$ cat src/rtl/sequential_list_engine_assert.svh
// assertion macros used by the list engine rtl
`ifndef SEQUENTIAL_LIST_ENGINE_ASSERT_SVH
`define SEQUENTIAL_LIST_ENGINE_ASSERT_SVH

// same-cycle implication, checked out of reset
`define SLE_ASSERT_NOW(lbl, ante, cons) \
    lbl: assert property (@(posedge clk) disable iff (!rst_n) (ante) |-> (cons)) \
        else $error("list engine assertion failed");

// next-cycle implication, checked out of reset
`define SLE_ASSERT_NEXT(lbl, ante, cons) \
    lbl: assert property (@(posedge clk) disable iff (!rst_n) (ante) |=> (cons)) \
        else $error("list engine assertion failed");

`endif

$ cat src/rtl/sle_pkg.sv
package sle_pkg;

    // default sizes
    localparam int DEPTH_DEF      = 64;
    localparam int DATA_WIDTH_DEF = 32;

    // fixed field widths
    localparam int FUNC_W   = 3;
    localparam int FIELD_W  = 7;
    localparam int VALUE_W  = 32;
    localparam int STATUS_W = 2;

    // match bits examined per scan cycle
    localparam int SCAN_GROUP = 8;

    localparam logic [FIELD_W-1:0] NOT_FOUND = {FIELD_W{1'b1}};

    typedef enum logic [FUNC_W-1:0] {
        FN_PUSH_BACK  = 3'd0,
        FN_PUSH_FRONT = 3'd1,
        FN_POP_BACK   = 3'd2,
        FN_POP_FRONT  = 3'd3,
        FN_INSERT     = 3'd4,
        FN_ERASE      = 3'd5,
        FN_FIND       = 3'd6
    } func_t;

    typedef enum logic [STATUS_W-1:0] {
        ST_OK    = 2'd0,
        ST_FULL  = 2'd1,
        ST_EMPTY = 2'd2,
        ST_RANGE = 2'd3
    } status_t;

    typedef enum logic [1:0] {
        CELL_HOLD,
        CELL_SHIFT_UP,
        CELL_SHIFT_DOWN,
        CELL_MATCH
    } cell_op_t;

    typedef enum logic {
        S_IDLE,
        S_SCAN
    } state_t;

    typedef struct packed {
        logic               done;
        logic               hit;
        logic [FIELD_W-1:0] index;
    } scan_res_t;

endpackage

$ cat src/rtl/sle_scan.sv
module sle_scan import sle_pkg::*;
#(
    parameter int DEPTH = DEPTH_DEF,
    parameter int CNT_W = 7
)
(
    input  logic             clk,
    input  logic             rst_n,
    input  logic             start,
    input  logic             run,
    input  logic [DEPTH-1:0] match,
    input  logic [CNT_W-1:0] count,
    output scan_res_t        res
);

    localparam int NG   = (DEPTH + SCAN_GROUP - 1) / SCAN_GROUP;
    localparam int GW   = (NG > 1) ? $clog2(NG) : 1;
    localparam int GL   = $clog2(SCAN_GROUP);
    localparam int PAD  = NG * SCAN_GROUP;
    localparam int IW   = $clog2(PAD);
    localparam int CMPW = (IW > CNT_W) ? IW : CNT_W;

    logic [GW-1:0]         grp_reg;
    logic [GW-1:0]         grp_next;
    logic [PAD-1:0]        padded;
    logic [IW-1:0]         base;
    logic [SCAN_GROUP-1:0] bits;
    logic [SCAN_GROUP-1:0] live;
    logic [GL-1:0]         sel;
    logic                  hit;
    logic                  last;

    assign padded = PAD'(match);

    // one group of match bits per cycle, masked to the occupied cells
    always_comb
    begin
        base = IW'(grp_reg) << GL;
        bits = padded[base +: SCAN_GROUP];
        sel  = '0;
        for (int k = 0; k < SCAN_GROUP; k++)
        begin
            live[k] = bits[k] && (CMPW'(base + IW'(k)) < CMPW'(count));
        end
        for (int k = SCAN_GROUP - 1; k >= 0; k--)
        begin
            if (live[k])
            begin
                sel = GL'(k);
            end
        end
        hit  = |live;
        last = (grp_reg == GW'(NG - 1));
    end

    // group pointer, held on the group that ends the scan
    always_comb
    begin
        grp_next = grp_reg;
        if (start)
        begin
            grp_next = '0;
        end
        else if (run && !(hit || last))
        begin
            grp_next = grp_reg + 1'b1;
        end
    end

    always_ff @(posedge clk or negedge rst_n)
    begin
        if (!rst_n)
        begin
            grp_reg <= '0;
        end
        else
        begin
            grp_reg <= grp_next;
        end
    end

    assign res.done  = run && (hit || last);
    assign res.hit   = run && hit;
    assign res.index = FIELD_W'(base + IW'(sel));

endmodule

$ cat config.mk
export PLATFORM = sky130hd
export DESIGN_NAME = sle_scan
export DESIGN_NICKNAME = d
export VERILOG_FILES = /design/src/rtl/sequential_list_engine_assert.svh /design/src/rtl/sle_pkg.sv /design/src/rtl/sle_scan.sv
export SDC_FILE = /design/constraint.sdc
export NUM_CORES = 1
export LEC_CHECK = 0
export CAP_MARGIN = 20
export CELL_PAD_IN_SITES_DETAIL_PLACEMENT = 2
export CELL_PAD_IN_SITES_GLOBAL_PLACEMENT = 2
export CORE_UTILIZATION = 30
export CTS_CLUSTER_DIAMETER = 200
export DETAILED_ROUTE_END_ITERATION = 8
export DONT_BUFFER_PORTS = 1
export GPL_ROUTABILITY_DRIVEN = 1
export PLACE_DENSITY = 0.71
export SYNTH_ARGS = -nofsm -noshare
export SYNTH_HDL_FRONTEND = slang
export SYNTH_SLANG_ARGS = --single-unit
export TNS_END_PERCENT = 20
$ cat constraint.sdc
create_clock -name clk -period 2.8 [get_ports clk]
set_clock_uncertainty 0.1 [all_clocks]
set_input_delay 0.56 -clock clk [delete_from_list [all_inputs] [get_ports clk]]
set_output_delay 0.56 -clock clk [all_outputs]
set_load 0.01 [all_outputs]
==> results.cfg <==
[run_status]
status = finished with violations
violations = negative setup slack

[setup_path]
slowest_delay_ps = 400
critPathMaxFanout = 6
crit_family = buffers and inverters
path_buf_inv = 3
cpMaxStageDelayCell = dfrtp_1
crit_type = register to primary output
crit_path_end_kind = primary output
ff2ff_setup_slack_ps = 230
worstPathCellList = buf_12, ha_4, nand4b_1, buf_4, a21oi_4, a221oi_2, buf_4, nor3_4, nand2_2, o21a_1
critical_path.startpoint_type = register
cp.arrival_ps = 2380
critPathRequiredTime_ps = 2140
cpMostUsedCell = buf_4

[synth]
synth_cell_types = 37
synth_nets = 183
synth_seq_cells = 3
synth_cells = 102
netlist_top_cells_area = mux4_2 24%, mux4_1 10%, dfrtp_1 7.2%, ha_1 7.2%, mux2i_1 4.8%
synth_top_area_share_pct = 23.9
post-synth-top-area-cell = mux4_2
syn_area_per_cell_um2 = 10.2
synth_area_um2 = 1040
yosysWarnings = 0
seq_area_frac_synth_pct = 7.23

[route]
num_vias = 983
avgRoutedWirePerCell_um = 21.6
drt-total-wl_mm = 3.65
drc = 0
ant_nets = 0
via_per_inst = 5.82
drtPass1Iterations = 4
drtIter0Drc = 16

[cells_and_area]
multi_input_area_um2 = 993
finalNetCount = 207
seqCellArea_um2 = 75.1
largest_register_ffs = 3
nFillCells = 346
syn2layout_area_growth_pct = 35.4
mostFrequentLayoutCells = 21 x buf_4, 11 x mux4_2, 9 x nand2_1
final_common_cell = buf_4
n_antenna_cell = 0
drive_above_1_share_pct = 51.2
final_cell_area_um2 = 1410
stdcell_count = 169

[power]
leakagePower_nw = 0.534
power_mw = 0.213
powerDensity_nw_per_um2 = 151
ir_worst_vdd_uv = 260

[clock_tree]
htreeDepth = 1
clk_pin_slew_ps = 40
clk_path_buf_depth = 2
cts-root-buf = clkbuf_4
cts.sinks = 3
cts_made_buffers = 3
worst_skew_pair.late_latency_ps = 240
cts_tree = done

[placement]
place_congestion = 0.784
place_area_um2 = 1200
dpl.hpwl_mm = 2.99
portBuffers = 0
dp_cells = 155

[grt]
met3_usage_pct = 3.41
grt_overflow = 0
grt_pass1_vias = 1128
grt_use_met1_pct = 19.5
grt_max_degree = 18
grt_use_met2_pct = 42.7
grt_usage_pct = 20.3
antenna_found_initial = 0
grt.busiest_layer = met2
grt_pass1_wl_mm = 5.38

[floorplanning]
dieArea_um2 = 3700
start_util_pct = 32.7
rows = 20
die_w_um = 60.8
coreArea_um2 = 3180
ioPinCount = 84
fp.dieH_um = 60.8

[timing]
grt_setup_unrepaired = true
final_max_slew_viol_count = 0
fmax_mhz = 329
post-route-min-period_ps = 3040
hold_viol = 0
timing.hold.ws_ps = 293
slew_headroom_pct = 57.2
setup_slack_ps = -236
min_period_over_period_pct = 108
worstMarginPinSlew_ps = 640
setup_viol = 5
tns_ps = -887

[worst_hold_path]
worstHoldPathType = input port to register

[job]
max-cap-violations = 0
## synth_stat cells (all sizes together)
master   instances
a31o             1
and3             1
mux2             1
and2             1
nor4             2
nor3             5
o21bai           2
nor2b            3
buf              7
a22o             1
dfrtp            3
a2111oi          1
mux4            15
ha               6
nand3            1
nand2b           5
a211oi           2
nand4b           1
a221oi           3
nand2           10
mux2i            5
a21oi            4
conb             1
nor2             7
nand4            1
inv              7
o22ai            4
o21a             1
or2              1
## worst paths after layout
path	cells after the start	startpoint	to
hold / removal	1	start	grp_reg[0]$_DFFE_PN0P_
setup reg to reg	12	grp_reg[0]$_DFFE_PN0P_	grp_reg[0]$_DFFE_PN0P_
min in group asynchronous	1	rst_n	grp_reg[1]$_DFFE_PN0P_
max in group asynchronous	1	rst_n	grp_reg[0]$_DFFE_PN0P_
setup / recovery	10	grp_reg[0]$_DFFE_PN0P_	res[8]
hold reg to reg	3	grp_reg[1]$_DFFE_PN0P_	grp_reg[1]$_DFFE_PN0P_
## routing by layer
metal / part of all wire (%) / up-vias
met5: 0 / -
met4: 2.4 / 0
met3: 7.1 / 8
met2: 59 / 55
met1: 31 / 471
li1: - / 449
## per-stage QoR
step	util (%)	setup WS, ps
3_5_place_dp	37.9	-186
3_3_place_gp	37.9	-71.1
4_1_cts	42.6	-318
6_report	44.3	-236
5_1_grt	44.3	-323
2_1_floorplan	-	-29.6
## cell families after synthesis
family / count (synthesis) / share of synthesized area, %
adders and majority gates: 6 / 7.23
DFF: 3 / 7.23
and+or+nand+nor: 38 / 21.9
buffers and inverters: 14 / 7.95
AOI/OAI and AO/OA: 19 / 15.4
muxes: 21 / 39.9
other: 1 / 0.361
## worst register-to-register path, stage by stage (launching register included)
cell      delay, ps
dfrtp_1         400
buf_12          160
ha_4            250
nand4b_1        190
buf_4           220
a21oi_4         160
a221oi_2        100
buf_4           160
nor3_4          200
buf_4           150
buf_4           110
nand4_1         100
a21oi_1         180
## what timing repair did
| action | in CTS | in global routing |
|---|---|---|
| gates cloned | 0 | 0 |
| hold endpoints to repair | 3 | 0 |
| endpoints found under the setup margin | 5 | 5 |
| hold buffers | 1 | 0 |
| resized for setup | 10 | 9 |
| setup buffers | 8 | 2 |
| pin swaps | 6 | 9 |
## report_power, final
part,leakage [nW],switching [mW],internal (mW)
Sequential,0.0419,0.0000563,0.0436
Clock,0.0150,0.0251,0.0536
Combinational,0.477,0.0415,0.0488
Total,0.534,0.0667,0.146
## layout make-up
cell class / instances / area share [%]
multi-input combinational: 85 / 70.6
timing repair buffer: 26 / 16.4
sequential: 3 / 5.34
tap: 44 / 3.91
clock buffer: 4 / 1.87
inverter: 7 / 1.87
(Power assumes the default switching activity.)
