File: src/rtl/sequential_list_engine_assert.svh
// assertion macros used by the list engine rtl
`ifndef SEQUENTIAL_LIST_ENGINE_ASSERT_SVH
`define SEQUENTIAL_LIST_ENGINE_ASSERT_SVH

// same-cycle implication, checked out of reset
`define SLE_ASSERT_NOW(lbl, ante, cons) \
    lbl: assert property (@(posedge clk) disable iff (!rst_n) (ante) |-> (cons)) \
        else $error("list engine assertion failed");

// next-cycle implication, checked out of reset
`define SLE_ASSERT_NEXT(lbl, ante, cons) \
    lbl: assert property (@(posedge clk) disable iff (!rst_n) (ante) |=> (cons)) \
        else $error("list engine assertion failed");

`endif

File: src/rtl/sle_pkg.sv
package sle_pkg;

    // default sizes
    localparam int DEPTH_DEF      = 64;
    localparam int DATA_WIDTH_DEF = 32;

    // fixed field widths
    localparam int FUNC_W   = 3;
    localparam int FIELD_W  = 7;
    localparam int VALUE_W  = 32;
    localparam int STATUS_W = 2;

    // match bits examined per scan cycle
    localparam int SCAN_GROUP = 8;

    localparam logic [FIELD_W-1:0] NOT_FOUND = {FIELD_W{1'b1}};

    typedef enum logic [FUNC_W-1:0] {
        FN_PUSH_BACK  = 3'd0,
        FN_PUSH_FRONT = 3'd1,
        FN_POP_BACK   = 3'd2,
        FN_POP_FRONT  = 3'd3,
        FN_INSERT     = 3'd4,
        FN_ERASE      = 3'd5,
        FN_FIND       = 3'd6
    } func_t;

    typedef enum logic [STATUS_W-1:0] {
        ST_OK    = 2'd0,
        ST_FULL  = 2'd1,
        ST_EMPTY = 2'd2,
        ST_RANGE = 2'd3
    } status_t;

    typedef enum logic [1:0] {
        CELL_HOLD,
        CELL_SHIFT_UP,
        CELL_SHIFT_DOWN,
        CELL_MATCH
    } cell_op_t;

    typedef enum logic {
        S_IDLE,
        S_SCAN
    } state_t;

    typedef struct packed {
        logic               done;
        logic               hit;
        logic [FIELD_W-1:0] index;
    } scan_res_t;

endpackage

File: src/rtl/sle_cell.sv
module sle_cell import sle_pkg::*;
#(
    parameter int DATA_WIDTH = DATA_WIDTH_DEF,
    parameter int AW         = 6,
    parameter int INDEX      = 0
)
(
    input  logic                  clk,
    input  cell_op_t              op,
    input  logic [AW-1:0]         at,
    input  logic [DATA_WIDTH-1:0] data,
    input  logic [DATA_WIDTH-1:0] left,
    input  logic [DATA_WIDTH-1:0] right,
    output logic [DATA_WIDTH-1:0] elem,
    output logic                  match
);

    localparam logic [AW-1:0] MY_INDEX = AW'(INDEX);

    logic [DATA_WIDTH-1:0] elem_reg;
    logic                  match_reg;

    // element storage: load, take a neighbour, or compare against the key
    always_ff @(posedge clk)
    begin
        case (op)
            CELL_SHIFT_UP:
            begin
                if (MY_INDEX == at)
                begin
                    elem_reg <= data;
                end
                else if (MY_INDEX > at)
                begin
                    elem_reg <= left;
                end
            end
            CELL_SHIFT_DOWN:
            begin
                if (MY_INDEX >= at)
                begin
                    elem_reg <= right;
                end
            end
            CELL_MATCH:
            begin
                match_reg <= (elem_reg == data);
            end
            default:
            begin
                elem_reg <= elem_reg;
            end
        endcase
    end

    assign elem  = elem_reg;
    assign match = match_reg;

endmodule

File: config.mk
export PLATFORM = sky130hd
export DESIGN_NAME = sle_cell
export DESIGN_NICKNAME = d
export VERILOG_FILES = /design/src/rtl/sequential_list_engine_assert.svh /design/src/rtl/sle_pkg.sv /design/src/rtl/sle_cell.sv
export SDC_FILE = /design/constraint.sdc
export NUM_CORES = 1
export LEC_CHECK = 0
export BUFFER_PORTS_ARGS = -buffer_cell sky130_fd_sc_hd__buf_4
export CORE_ASPECT_RATIO = 0.7
export CORE_MARGIN = 1
export CORE_UTILIZATION = 40
export DETAILED_ROUTE_END_ITERATION = 6
export PLACE_DENSITY = 0.73
export SLEW_MARGIN = 5
export SYNTH_ARGS = -nofsm -noshare
export SYNTH_HDL_FRONTEND = slang
export SYNTH_SLANG_ARGS = --single-unit
File: constraint.sdc
create_clock -name clk -period 4.5 [get_ports clk]
set_clock_uncertainty 0.15 [all_clocks]
set_input_delay 0.9 -clock clk [delete_from_list [all_inputs] [get_ports clk]]
set_output_delay 0.9 -clock clk [all_outputs]
set_load 0.005 [all_outputs]
==> results of run 1 <==
worst reg2reg max path: stages, from the launching register on:
cell and delay (ps):
sky130_fd_sc_hd__edfxtp_1 420, sky130_fd_sc_hd__xor2_1 160, sky130_fd_sc_hd__nor4_1 550, sky130_fd_sc_hd__nand4_1 200
sky130_fd_sc_hd__nor2_1 140
metal layers:
| layer | wire (µm) | vias up | share of wire |
|---|---|---|---|
| li1 | - | 1060 | - |
| met1 | 2670 | 946 | 0.43 |
| met2 | 2850 | 114 | 0.46 |
| met3 | 690 | 7 | 0.11 |
| met4 | 45 | 0 | 0.0072 |
| met5 | 0 | - | 0 |
worst min path at each step:
stage             start  slack [ps]  depth (start not counted)     to
3_5_place_dp   elem[25]         690                          4  match
4_1_cts        elem[25]         690                          4  match
2_1_floorplan  elem[17]         650                          4  match
5_1_grt        elem[25]         760                          4  match
6_report       elem[25]         680                          4  match
3_3_place_gp   elem[25]         680                          4  match
power by group through the flow:
stage	logic, W	registers, W	clock network (W)
floorplan	0.0000889	0.000421	0
global placement	0.000248	0.000420	0
detailed placement	0.000249	0.000421	0
CTS	0.000249	0.000415	0.000211
global route	0.000271	0.000419	0.000229
finish	0.000247	0.000414	0.000210
stage by stage:
stage | hold WS (ps) | worst slack [ps] | power [W] | cell area (µm²)
floorplan | 654 | 699 | 0.000510 | 2200
global route | 763 | 1530 | 0.000920 | 3350
detailed placement | 687 | 1330 | 0.000670 | 3260
CTS | 690 | 1630 | 0.000876 | 3350
finish | 682 | 1640 | 0.000871 | 3350
global placement | 682 | 1360 | 0.000668 | 3260
kinds of logic (layout without fill, tap and decap cells):
| family | Yosys count | after routing | share of synthesized area |
|---|---|---|---|
| flops | 33 | 33 | 0.451 |
| simple gates | 80 | 80 | 0.196 |
| xor+xnor | 32 | 32 | 0.127 |
| compound gates | 65 | 65 | 0.168 |
| buf+inv | 15 | 149 | 0.0404 |
| fa+ha+maj | 3 | 3 | 0.0171 |
area by class of cell:
type / instances / share of cell area
Clock buffer: 5 / 0.0206
Clock inverter: 3 / 0.00374
Inverter: 2 / 0.00224
Multi-Input combinational cell: 180 / 0.338
Sequential cell: 33 / 0.296
Tap cell: 72 / 0.0269
Timing Repair Buffer: 139 / 0.312
cell usage after synthesis:
cell                       instances
sky130_fd_sc_hd__a21oi_1          51
sky130_fd_sc_hd__a21oi_2          11
sky130_fd_sc_hd__a31oi_1           3
sky130_fd_sc_hd__and2_4            1
sky130_fd_sc_hd__buf_12            1
sky130_fd_sc_hd__buf_2             1
sky130_fd_sc_hd__buf_4             1
sky130_fd_sc_hd__buf_8             1
sky130_fd_sc_hd__clkbuf_1          9
sky130_fd_sc_hd__edfxtp_1         33
sky130_fd_sc_hd__ha_1              3
sky130_fd_sc_hd__inv_1             2
sky130_fd_sc_hd__nand2_1          33
sky130_fd_sc_hd__nand4_1           2
sky130_fd_sc_hd__nor2_1            2
sky130_fd_sc_hd__nor2b_1          32
sky130_fd_sc_hd__nor4_1            8
sky130_fd_sc_hd__nor4_4            1
sky130_fd_sc_hd__or2_2             1
sky130_fd_sc_hd__xor2_1           32
==> out/results.env, run 1 <==
OUTCOME='completed'
LARGEST_REGISTER_FF_COUNT=32
WORSTREG2REGEND='match'
CLOCK-ROOT-BUFFER='sky130_fd_sc_hd__clkbuf_8'
WORST_IR_DROP_VDD_mV=0.168
CTS_MADE_BUFFERS=5
POSTSYNTHCELLCOUNT=228
GRT.MET2_USAGE=0.343
REQUIRED_PS=4250
FINAL_CELL_MIX='139 x sky130_fd_sc_hd__buf_4, 50 x sky130_fd_sc_hd__a21oi_1, 33 x sky130_fd_sc_hd__nand2_1, 33 x sky130_fd_sc_hd__edfxtp_1'
MOST_COMMON_CELL_AFTER_LAYOUT_FILL_AND_TAPS_ASIDE='sky130_fd_sc_hd__buf_4'
WORST_PATH_CELL_TRACE='buf_4 > nor4_4 > nand2_1 > buf_4 > a21oi_4'
POWER.LEAKAGE_nW=1.51
ROUTED-VIA-COUNT=2127
SETUP-TNS-FINAL_PS=0
FLOORPLAN.IO_PINS=138
FINALWEIGHTEDCONGESTION=0.788
SYN-NUM-NETS=336
WORST_PATH_DOMINANT_CELL_FAMILY='compound AO/OA/AOI/OAI gates'
LAYOUT_MIN_CYCLE_TIME_PS=2860
ANTENNA_FOUND_INITIAL=0
TIMING.REG2REG.SETUP_SLACK_PS=2740
MULTIINPUTGATEAREA_UM2=1130
FINALCRITPERIODSHARE=0.635
SLEW-LIMIT-HEADROOM=0.303
SYNTH.LARGEST_AREA_CELL='sky130_fd_sc_hd__edfxtp_1'
COMB_POWER_SHARE=0.283
INSTANCES_NO_FILL=434
CTS.HOLD.BUFFERS_ADDED=0
TIMING.REG2REG.WORST_PATH_DEPTH=4
REPORT.FINAL.SETUP_VIOL=0
SEQCELLAREA_UM2=991
PART_OF_THE_TOTAL_POWER_DISSIPATED_IN_SEQUENTIAL_ELEMENTS=0.476
GRT-OVFL-TOTAL=0
AREA_GROWTH_SYN_TO_LAYOUT_PCT=52.2
CPMOSTUSEDCELL='sky130_fd_sc_hd__buf_4'
CTS_TREE='yes'
PLACED_INSTANCES=426
DIE-WIDTH_UM=90.6
NETSWITCHINGFRACTION=0.270
CLOCK_SLEW_AT_REPORTED_PATH_FFS_PS=70
MIN_PATH_TYPE='reg -> reg'
POSTSYNTHREGISTERBITS=33
GRT_FIRST_PASS_WIRELENGTH_MM=9.76
YOSYS.CELL_TYPES.COUNT=20
GRT.TOTAL_USAGE=0.217
MAX_CAP_VIOLATIONS=0
HOLD_VIOLATIONS=0
CPPEAKSTAGEDELAY_PS=860
DETAIL_ROUTE.DRC_VIOLATIONS=0
AVGVIACOUNTPERCELL=4.90
SYNTH.TOP_CELLS.BY_AREA='sky130_fd_sc_hd__edfxtp_1 45%, sky130_fd_sc_hd__xor2_1 13%, sky130_fd_sc_hd__a21oi_1 12%'
CP_NUM_BUF_INV=2
CTSHTREEMAXLEVEL=2
PLACE.PORT_BUFFERS=137
INITIAL_CELL_DENSITY_OF_THE_CORE=0.418
ROUTEDWLPERCELL_UM=14.4
SETUP.WORST_PATH.END_CLASS='register'
STD_CELL_ROWS=22
ROUTED_WL_MM=6.25
SYNTH_LARGEST_TYPE_AREA_FRACTION=0.451
DETAILEDROUTE.FIRSTITERATIONVIOLATIONS=64
DR.PASS1.ITERS=4
CTS.SINK_COUNT=33
ANTENNA_LEFT=0
LARGEST_NET_DEGREE_AT_THE_START_OF_GLOBAL_ROUTING=65
TIMING.FMAX_MHz=350
MAX_SLEW.WORST_PIN.SLEW_PS=1040
SLOWEST_STAGE='sky130_fd_sc_hd__a21oi_4'
ANTENNA_CELLS=0
FINAL_LAYOUT_SIZE_SUFFIX_GT1_FRAC=0.445
CRITPATHCAPTURE='elem[20]'
CP-START-KIND='input port'
CTS-ROOT-TO-SINK-BUFFERS=2
FIRST_GLOBAL_VIAS=2045
CTS_SETUP_BUFFERS=0
CRITICAL_PATH.STARTPOINT='at[3]'
CELLINTERNALPOWER_W=0.000636
POWER.DENSITY_CELL_AREA_nW_PER_UM2=260
FIN_NETS=469
POWER.SWITCHING_W=0.000235
CRIT_CELLS=5
GLOBAL_ROUTE_TRACK_USAGE_ON_MET1=0.291
FILLERS=461
YS_SEQ_AREA_FRAC=0.451
CLOCK_POWER_SHARE=0.241
DIEHEIGHT_UM=64.0
REG2REG_FROM='elem[27]'
FLOORPLAN.CORE_AREA_UM2=5260
DIE-AREA_UM2=5800
USE_MET3=0.0762
CLKLATENCYLATEPIN_PS=280
FINAL-MAX-SLEW-VIOLATION-COUNT=0
SHARE_OF_THE_CORE_FILLED_WITH_CELLS_IN_THE_FINAL_LAYOUT=0.636
SETUP_REPAIR_AFTER_GLOBAL_ROUTING_MISSED_ITS_MARGIN='no'
MAPPEDNETLISTAREA_UM2=2200
SYNTH_AREA_PER_CELL_UM2=9.64
WORST-ENDPOINT-ARRIVAL_PS=2600
TIMING.SETUP.CRITICAL_PATH_CLASS='in -> reg'
CRIT_PATH_MAX_FANOUT=33
GRT_BUSIEST_LAYER='met2'
SYNTH_WARNINGS=0
CTS-RESIZED-GATES=0
No activity file was read; power rests on OpenSTA's default activity.
==> inputs of run 2 (changes only) <==
ABC_AREA = 1   (was default)
PLACE_DENSITY = 0.71   (was 0.73)
clock period = 3 ns   (was 4.5 ns; I/O delays follow)
==> run 2 against run 1 <==
Compared with the run above:
- largest cell class unchanged
- sequential power grew 50%
- critical path depth up 2
- synthesized cell count grew 60%
- global-route usage is 0.42 points lower
- flip-flop and latch count stayed put
- area after synthesis grew 9.8%
- core utilization decreased by 1.4 points
- final cell count increased by 33%
- power is 56% higher
- routed wire length up 8.4%
==> out/results.env, run 2 <==
YOSYS.CELL_TYPES.COUNT=18  # -10%
REPORT.FINAL.SETUP_VIOL=0  # unchanged
GRT-OVFL-TOTAL=0  # unchanged
SLEW-LIMIT-HEADROOM=0.676  # +0.374
WORST_HOLD_ENDPOINT='elem[18]'
SYNTH.LARGEST_AREA_CELL='sky130_fd_sc_hd__edfxtp_1'
CTSHTREEMAXLEVEL=2  # unchanged
STD_CELL_ROWS=23  # +4.5%
REG2REG_FROM='elem[15]'
TOTALPOWERFINAL_W=0.00136  # +56%
REQUIRED_PS=2990  # -1260 ps
TOPROUTINGLAYERUSED='met4'
FRACTION_OF_SYNTHESIS_FLOPS_USING_AN_ASYNCHRONOUS_SET_OR_RESET_PIN=0  # unchanged
FINALWEIGHTEDCONGESTION=0.751  # -4.7%
POSTSYNTHCELLCOUNT=364  # +60%
WORST_IR_DROP_VDD_mV=0.212  # +27%
SYNTH_WARNINGS=0  # unchanged
ROUTED_WL_MM=6.77  # +8.4%
CLKLATENCYLATEPIN_PS=280  # about the same
CTS-ROOT-TO-SINK-BUFFERS=2  # unchanged
MAPPEDNETLISTAREA_UM2=2410  # +9.8%
ANTENNA_LEFT=0  # unchanged
SYNTH_MOST_COMMON_CELL='sky130_fd_sc_hd__nand2_1'
SLOWEST_STAGE='sky130_fd_sc_hd__buf_4'
SYNTHFLOPTYPE='sky130_fd_sc_hd__edfxtp_1'
LARGEST_REGISTER_FF_COUNT=32  # unchanged
CTS_SETUP_BUFFERS=0  # unchanged
WORSTREG2REGEND='match'
CTS-RESIZED-GATES=0  # unchanged
ANTENNA_FOUND_INITIAL=0  # unchanged
GRT_FIRST_PASS_WIRELENGTH_MM=10.4  # +6.0%
SYNTH-COMPOUND-AREA-SHARE=0.130  # -0.0383
SYNTH_XOR_XNOR_AREA_SHARE=0.0109  # -0.117
MAX_CAP_VIOLATIONS=0  # unchanged
SETUP-TNS-FINAL_PS=0  # unchanged
POWER.DENSITY_CELL_AREA_nW_PER_UM2=377  # +45%
MIN_PATH_TYPE='in -> reg'
DIEHEIGHT_UM=67.0  # +4.6%
SYNTH_LARGEST_TYPE_AREA_FRACTION=0.411  # -0.0402
POST_SYNTH_FA_HA_MAJ_AREA_FRACTION=0.0156  # -0.00152
FINAL_LAYOUT_SIZE_SUFFIX_GT1_FRAC=0.307  # -0.137
TIMING.SETUP.CRITICAL_PATH_CLASS='in -> reg'
SETUP.WORST_PATH.END_CLASS='register'
POST-DP-HPWL_MM=5.27
LARGEST_NET_DEGREE_AT_THE_START_OF_GLOBAL_ROUTING=38  # -42%
TIMING.REG2REG.WORST_PATH_DEPTH=7  # +3
WORST_PATH_CELL_TRACE='buf_4 > nor2_2 > nand3_4 > buf_4 > o21ai_0 > a21oi_1 > nor2_1'
FINALCRITPERIODSHARE=0.669
CPPEAKSTAGEDELAY_PS=360  # -500 ps
FINAL-MAX-SLEW-VIOLATION-COUNT=0  # unchanged
FLOORPLAN.CORE_AREA_UM2=5780  # +10%
SYNTH.TOP_CELLS.BY_AREA='sky130_fd_sc_hd__edfxtp_1 41%, sky130_fd_sc_hd__nand2_1 16%, sky130_fd_sc_hd__nor2_1 13%'
SYNTH.MUX.AREA_FRACTION=0  # unchanged
FIRST_GLOBAL_VIAS=2326  # +14%
DETAILROUTE.WIRELENGTH.MET3_UM=647  # -6.2%
CTS.HOLD.BUFFERS_ADDED=0  # unchanged
DETAIL_ROUTE.DRC_VIOLATIONS=0  # unchanged
AREA_GROWTH_SYN_TO_LAYOUT_PCT=49.1
GRT.TOTAL_USAGE=0.213  # -0.00422
MET1_LENGTH_MM=3.11  # +17%
LAYOUT_MIN_CYCLE_TIME_PS=2010
MIN_DELAY_STARTPOINT='right[18]'
MAX_SLEW.WORST_PIN.SLEW_PS=485  # -559 ps
ROUTED-VIA-COUNT=2660  # +25%
CP-START-KIND='input port'
CLOCK_SLEW_AT_REPORTED_PATH_FFS_PS=70  # about the same
AVGVIACOUNTPERCELL=4.62  # -5.8%
TIMING.REG2REG.SETUP_SLACK_PS=1660  # -1080 ps
FILLERS=548  # +19%
FLOORPLAN.IO_PINS=138  # unchanged
DIE-AREA_UM2=6350  # +9.5%
ANTENNA_CELLS=0  # unchanged
YS_SEQ_AREA_FRAC=0.411  # -0.0402
CRIT_PATH_MAX_FANOUT=37  # +12%
CP_NUM_BUF_INV=2  # unchanged
POWER.LEAKAGE_nW=1.94  # +29%
MOST_COMMON_CELL_AFTER_LAYOUT_FILL_AND_TAPS_ASIDE='sky130_fd_sc_hd__buf_4'
FINAL_CELL_MIX='140 x sky130_fd_sc_hd__buf_4, 100 x sky130_fd_sc_hd__nand2_1, 82 x sky130_fd_sc_hd__nor2_1'
SHARE_OF_THE_CORE_FILLED_WITH_CELLS_IN_THE_FINAL_LAYOUT=0.622  # -0.0140
WORST-ENDPOINT-ARRIVAL_PS=2000  # -600 ps
PLACE.PORT_BUFFERS=137  # unchanged
DIE-WIDTH_UM=94.8  # +4.7%
CTS.SINK_COUNT=33  # unchanged
HOLD_VIOLATIONS=0  # unchanged
OUTCOME='completed'
POSTSYNTHREGISTERBITS=33  # unchanged
SYNTH_TOP_FAMILY_BY_AREA='simple AND/OR/NAND/NOR gates'
POST_SYNTH_AND_OR_NAND_NOR_AREA_FRACTION=0.308  # +0.113
WL_MET2_MM=2.97  # +4.4%
WORST_PATH_DOMINANT_CELL_FAMILY='simple AND/OR/NAND/NOR gates'
INITIAL_CELL_DENSITY_OF_THE_CORE=0.417  # -0.000873
SYNTHTOPCELLSBYCOUNT='100 x sky130_fd_sc_hd__nand2_1, 82 x sky130_fd_sc_hd__nor2_1, 60 x sky130_fd_sc_hd__inv_1'
CTS_MADE_BUFFERS=5  # unchanged
SYNTH-EDFF-COUNT=33  # unchanged
CPMOSTUSEDCELL='sky130_fd_sc_hd__buf_4'
DR.PASS1.ITERS=4  # unchanged
FIN_NETS=608  # +30%
CTS_TREE='yes'
SYNTH_AREA_PER_CELL_UM2=6.63  # -31%
SYN-NUM-NETS=472  # +40%
TIMING.HOLD.WORST_PATH_DEPTH=3  # -1
DETAILEDROUTE.FIRSTITERATIONVIOLATIONS=134  # +110%
TIMING.FMAX_MHz=499
ROUTEDWLPERCELL_UM=11.8  # -18%
SETUP_REPAIR_AFTER_GLOBAL_ROUTING_MISSED_ITS_MARGIN='no'
CLOCK-ROOT-BUFFER='sky130_fd_sc_hd__clkbuf_8'
==> run 2: cell count changes in the layout (fill, tap and decap cells not counted), moves of 2 or more <==
| cell | delta |
|---|---|
| sky130_fd_sc_hd__inv_1 | +58 |
| sky130_fd_sc_hd__o21ai_0 | +2 |
| sky130_fd_sc_hd__a21oi_1 | -21 |
| sky130_fd_sc_hd__o21ai_1 | +27 |
| sky130_fd_sc_hd__nand2_1 | +67 |
| sky130_fd_sc_hd__nor2b_1 | -32 |
| sky130_fd_sc_hd__nor4_1 | -8 |
| sky130_fd_sc_hd__xor2_1 | -29 |
| sky130_fd_sc_hd__nor2_2 | +3 |
| sky130_fd_sc_hd__a21oi_2 | -11 |
| sky130_fd_sc_hd__nor2_1 | +80 |
==> run 2: worst max path at each step <==
stage                     startpoint        to  cells after the start
after floorplan                at[0]   elem[0]                      4
after global placement         at[0]  elem[31]                      6
after detailed placement       at[0]  elem[25]                      7
after CTS                      at[0]  elem[25]                      7
after global routing           at[0]  elem[31]                      7
final                          at[0]  elem[25]                      7
==> run 2: report_power, final <==
group          leakage (nW)  internal [W]  switching (W)
combinational          1.58      0.000225       0.000186
sequential            0.316      0.000580      0.0000429
clock                0.0430      0.000156       0.000167
total                  1.94      0.000961       0.000396
==> run 2: final cells by class <==
type / instances / area, µm² / area share
well taps: 75 / 93.8 / 0.0261
multi-input cells: 258 / 1130 / 0.315
flip-flops and latches: 33 / 991 / 0.275
repair buffers: 141 / 1070 / 0.298
clock buffers: 5 / 68.8 / 0.0191
clock inverters: 3 / 12.5 / 0.00348
inverters: 61 / 229 / 0.0636
==> run 2: cell families after synthesis <==
family | count (synthesis)
fa+ha+maj | 3
compound gates | 62
simple gates | 190
buf+inv | 73
flops | 33
xor+xnor | 3
==> run 2: stage by stage <==
stage                     setup slack, ps  instances  hold WS (ps)  cell area, µm²
after floorplan                       358        364           652            2420
after global placement                761        568           684            3520
after detailed placement              708        568           692            3520
after CTS                             995        576           458            3600
after global routing                  854        576           467            3600
final                                 994        576           465            3600
==> run 2: routing by layer <==
layer,vias up,global-route usage
met5,-,0
met4,0,0.0511
met3,5,0.0559
met2,120,0.346
met1,1133,0.281
li1,1402,-
==> run 2: worst register-to-register path, cell delays in order, from the launching register on <==
cell,delay (ps)
sky130_fd_sc_hd__edfxtp_1,420
sky130_fd_sc_hd__nand2_1,90
sky130_fd_sc_hd__nand2_1,50
sky130_fd_sc_hd__nor2_1,120
sky130_fd_sc_hd__nand2_1,70
sky130_fd_sc_hd__nor2_1,160
sky130_fd_sc_hd__nand2_1,70
sky130_fd_sc_hd__nor2_1,100
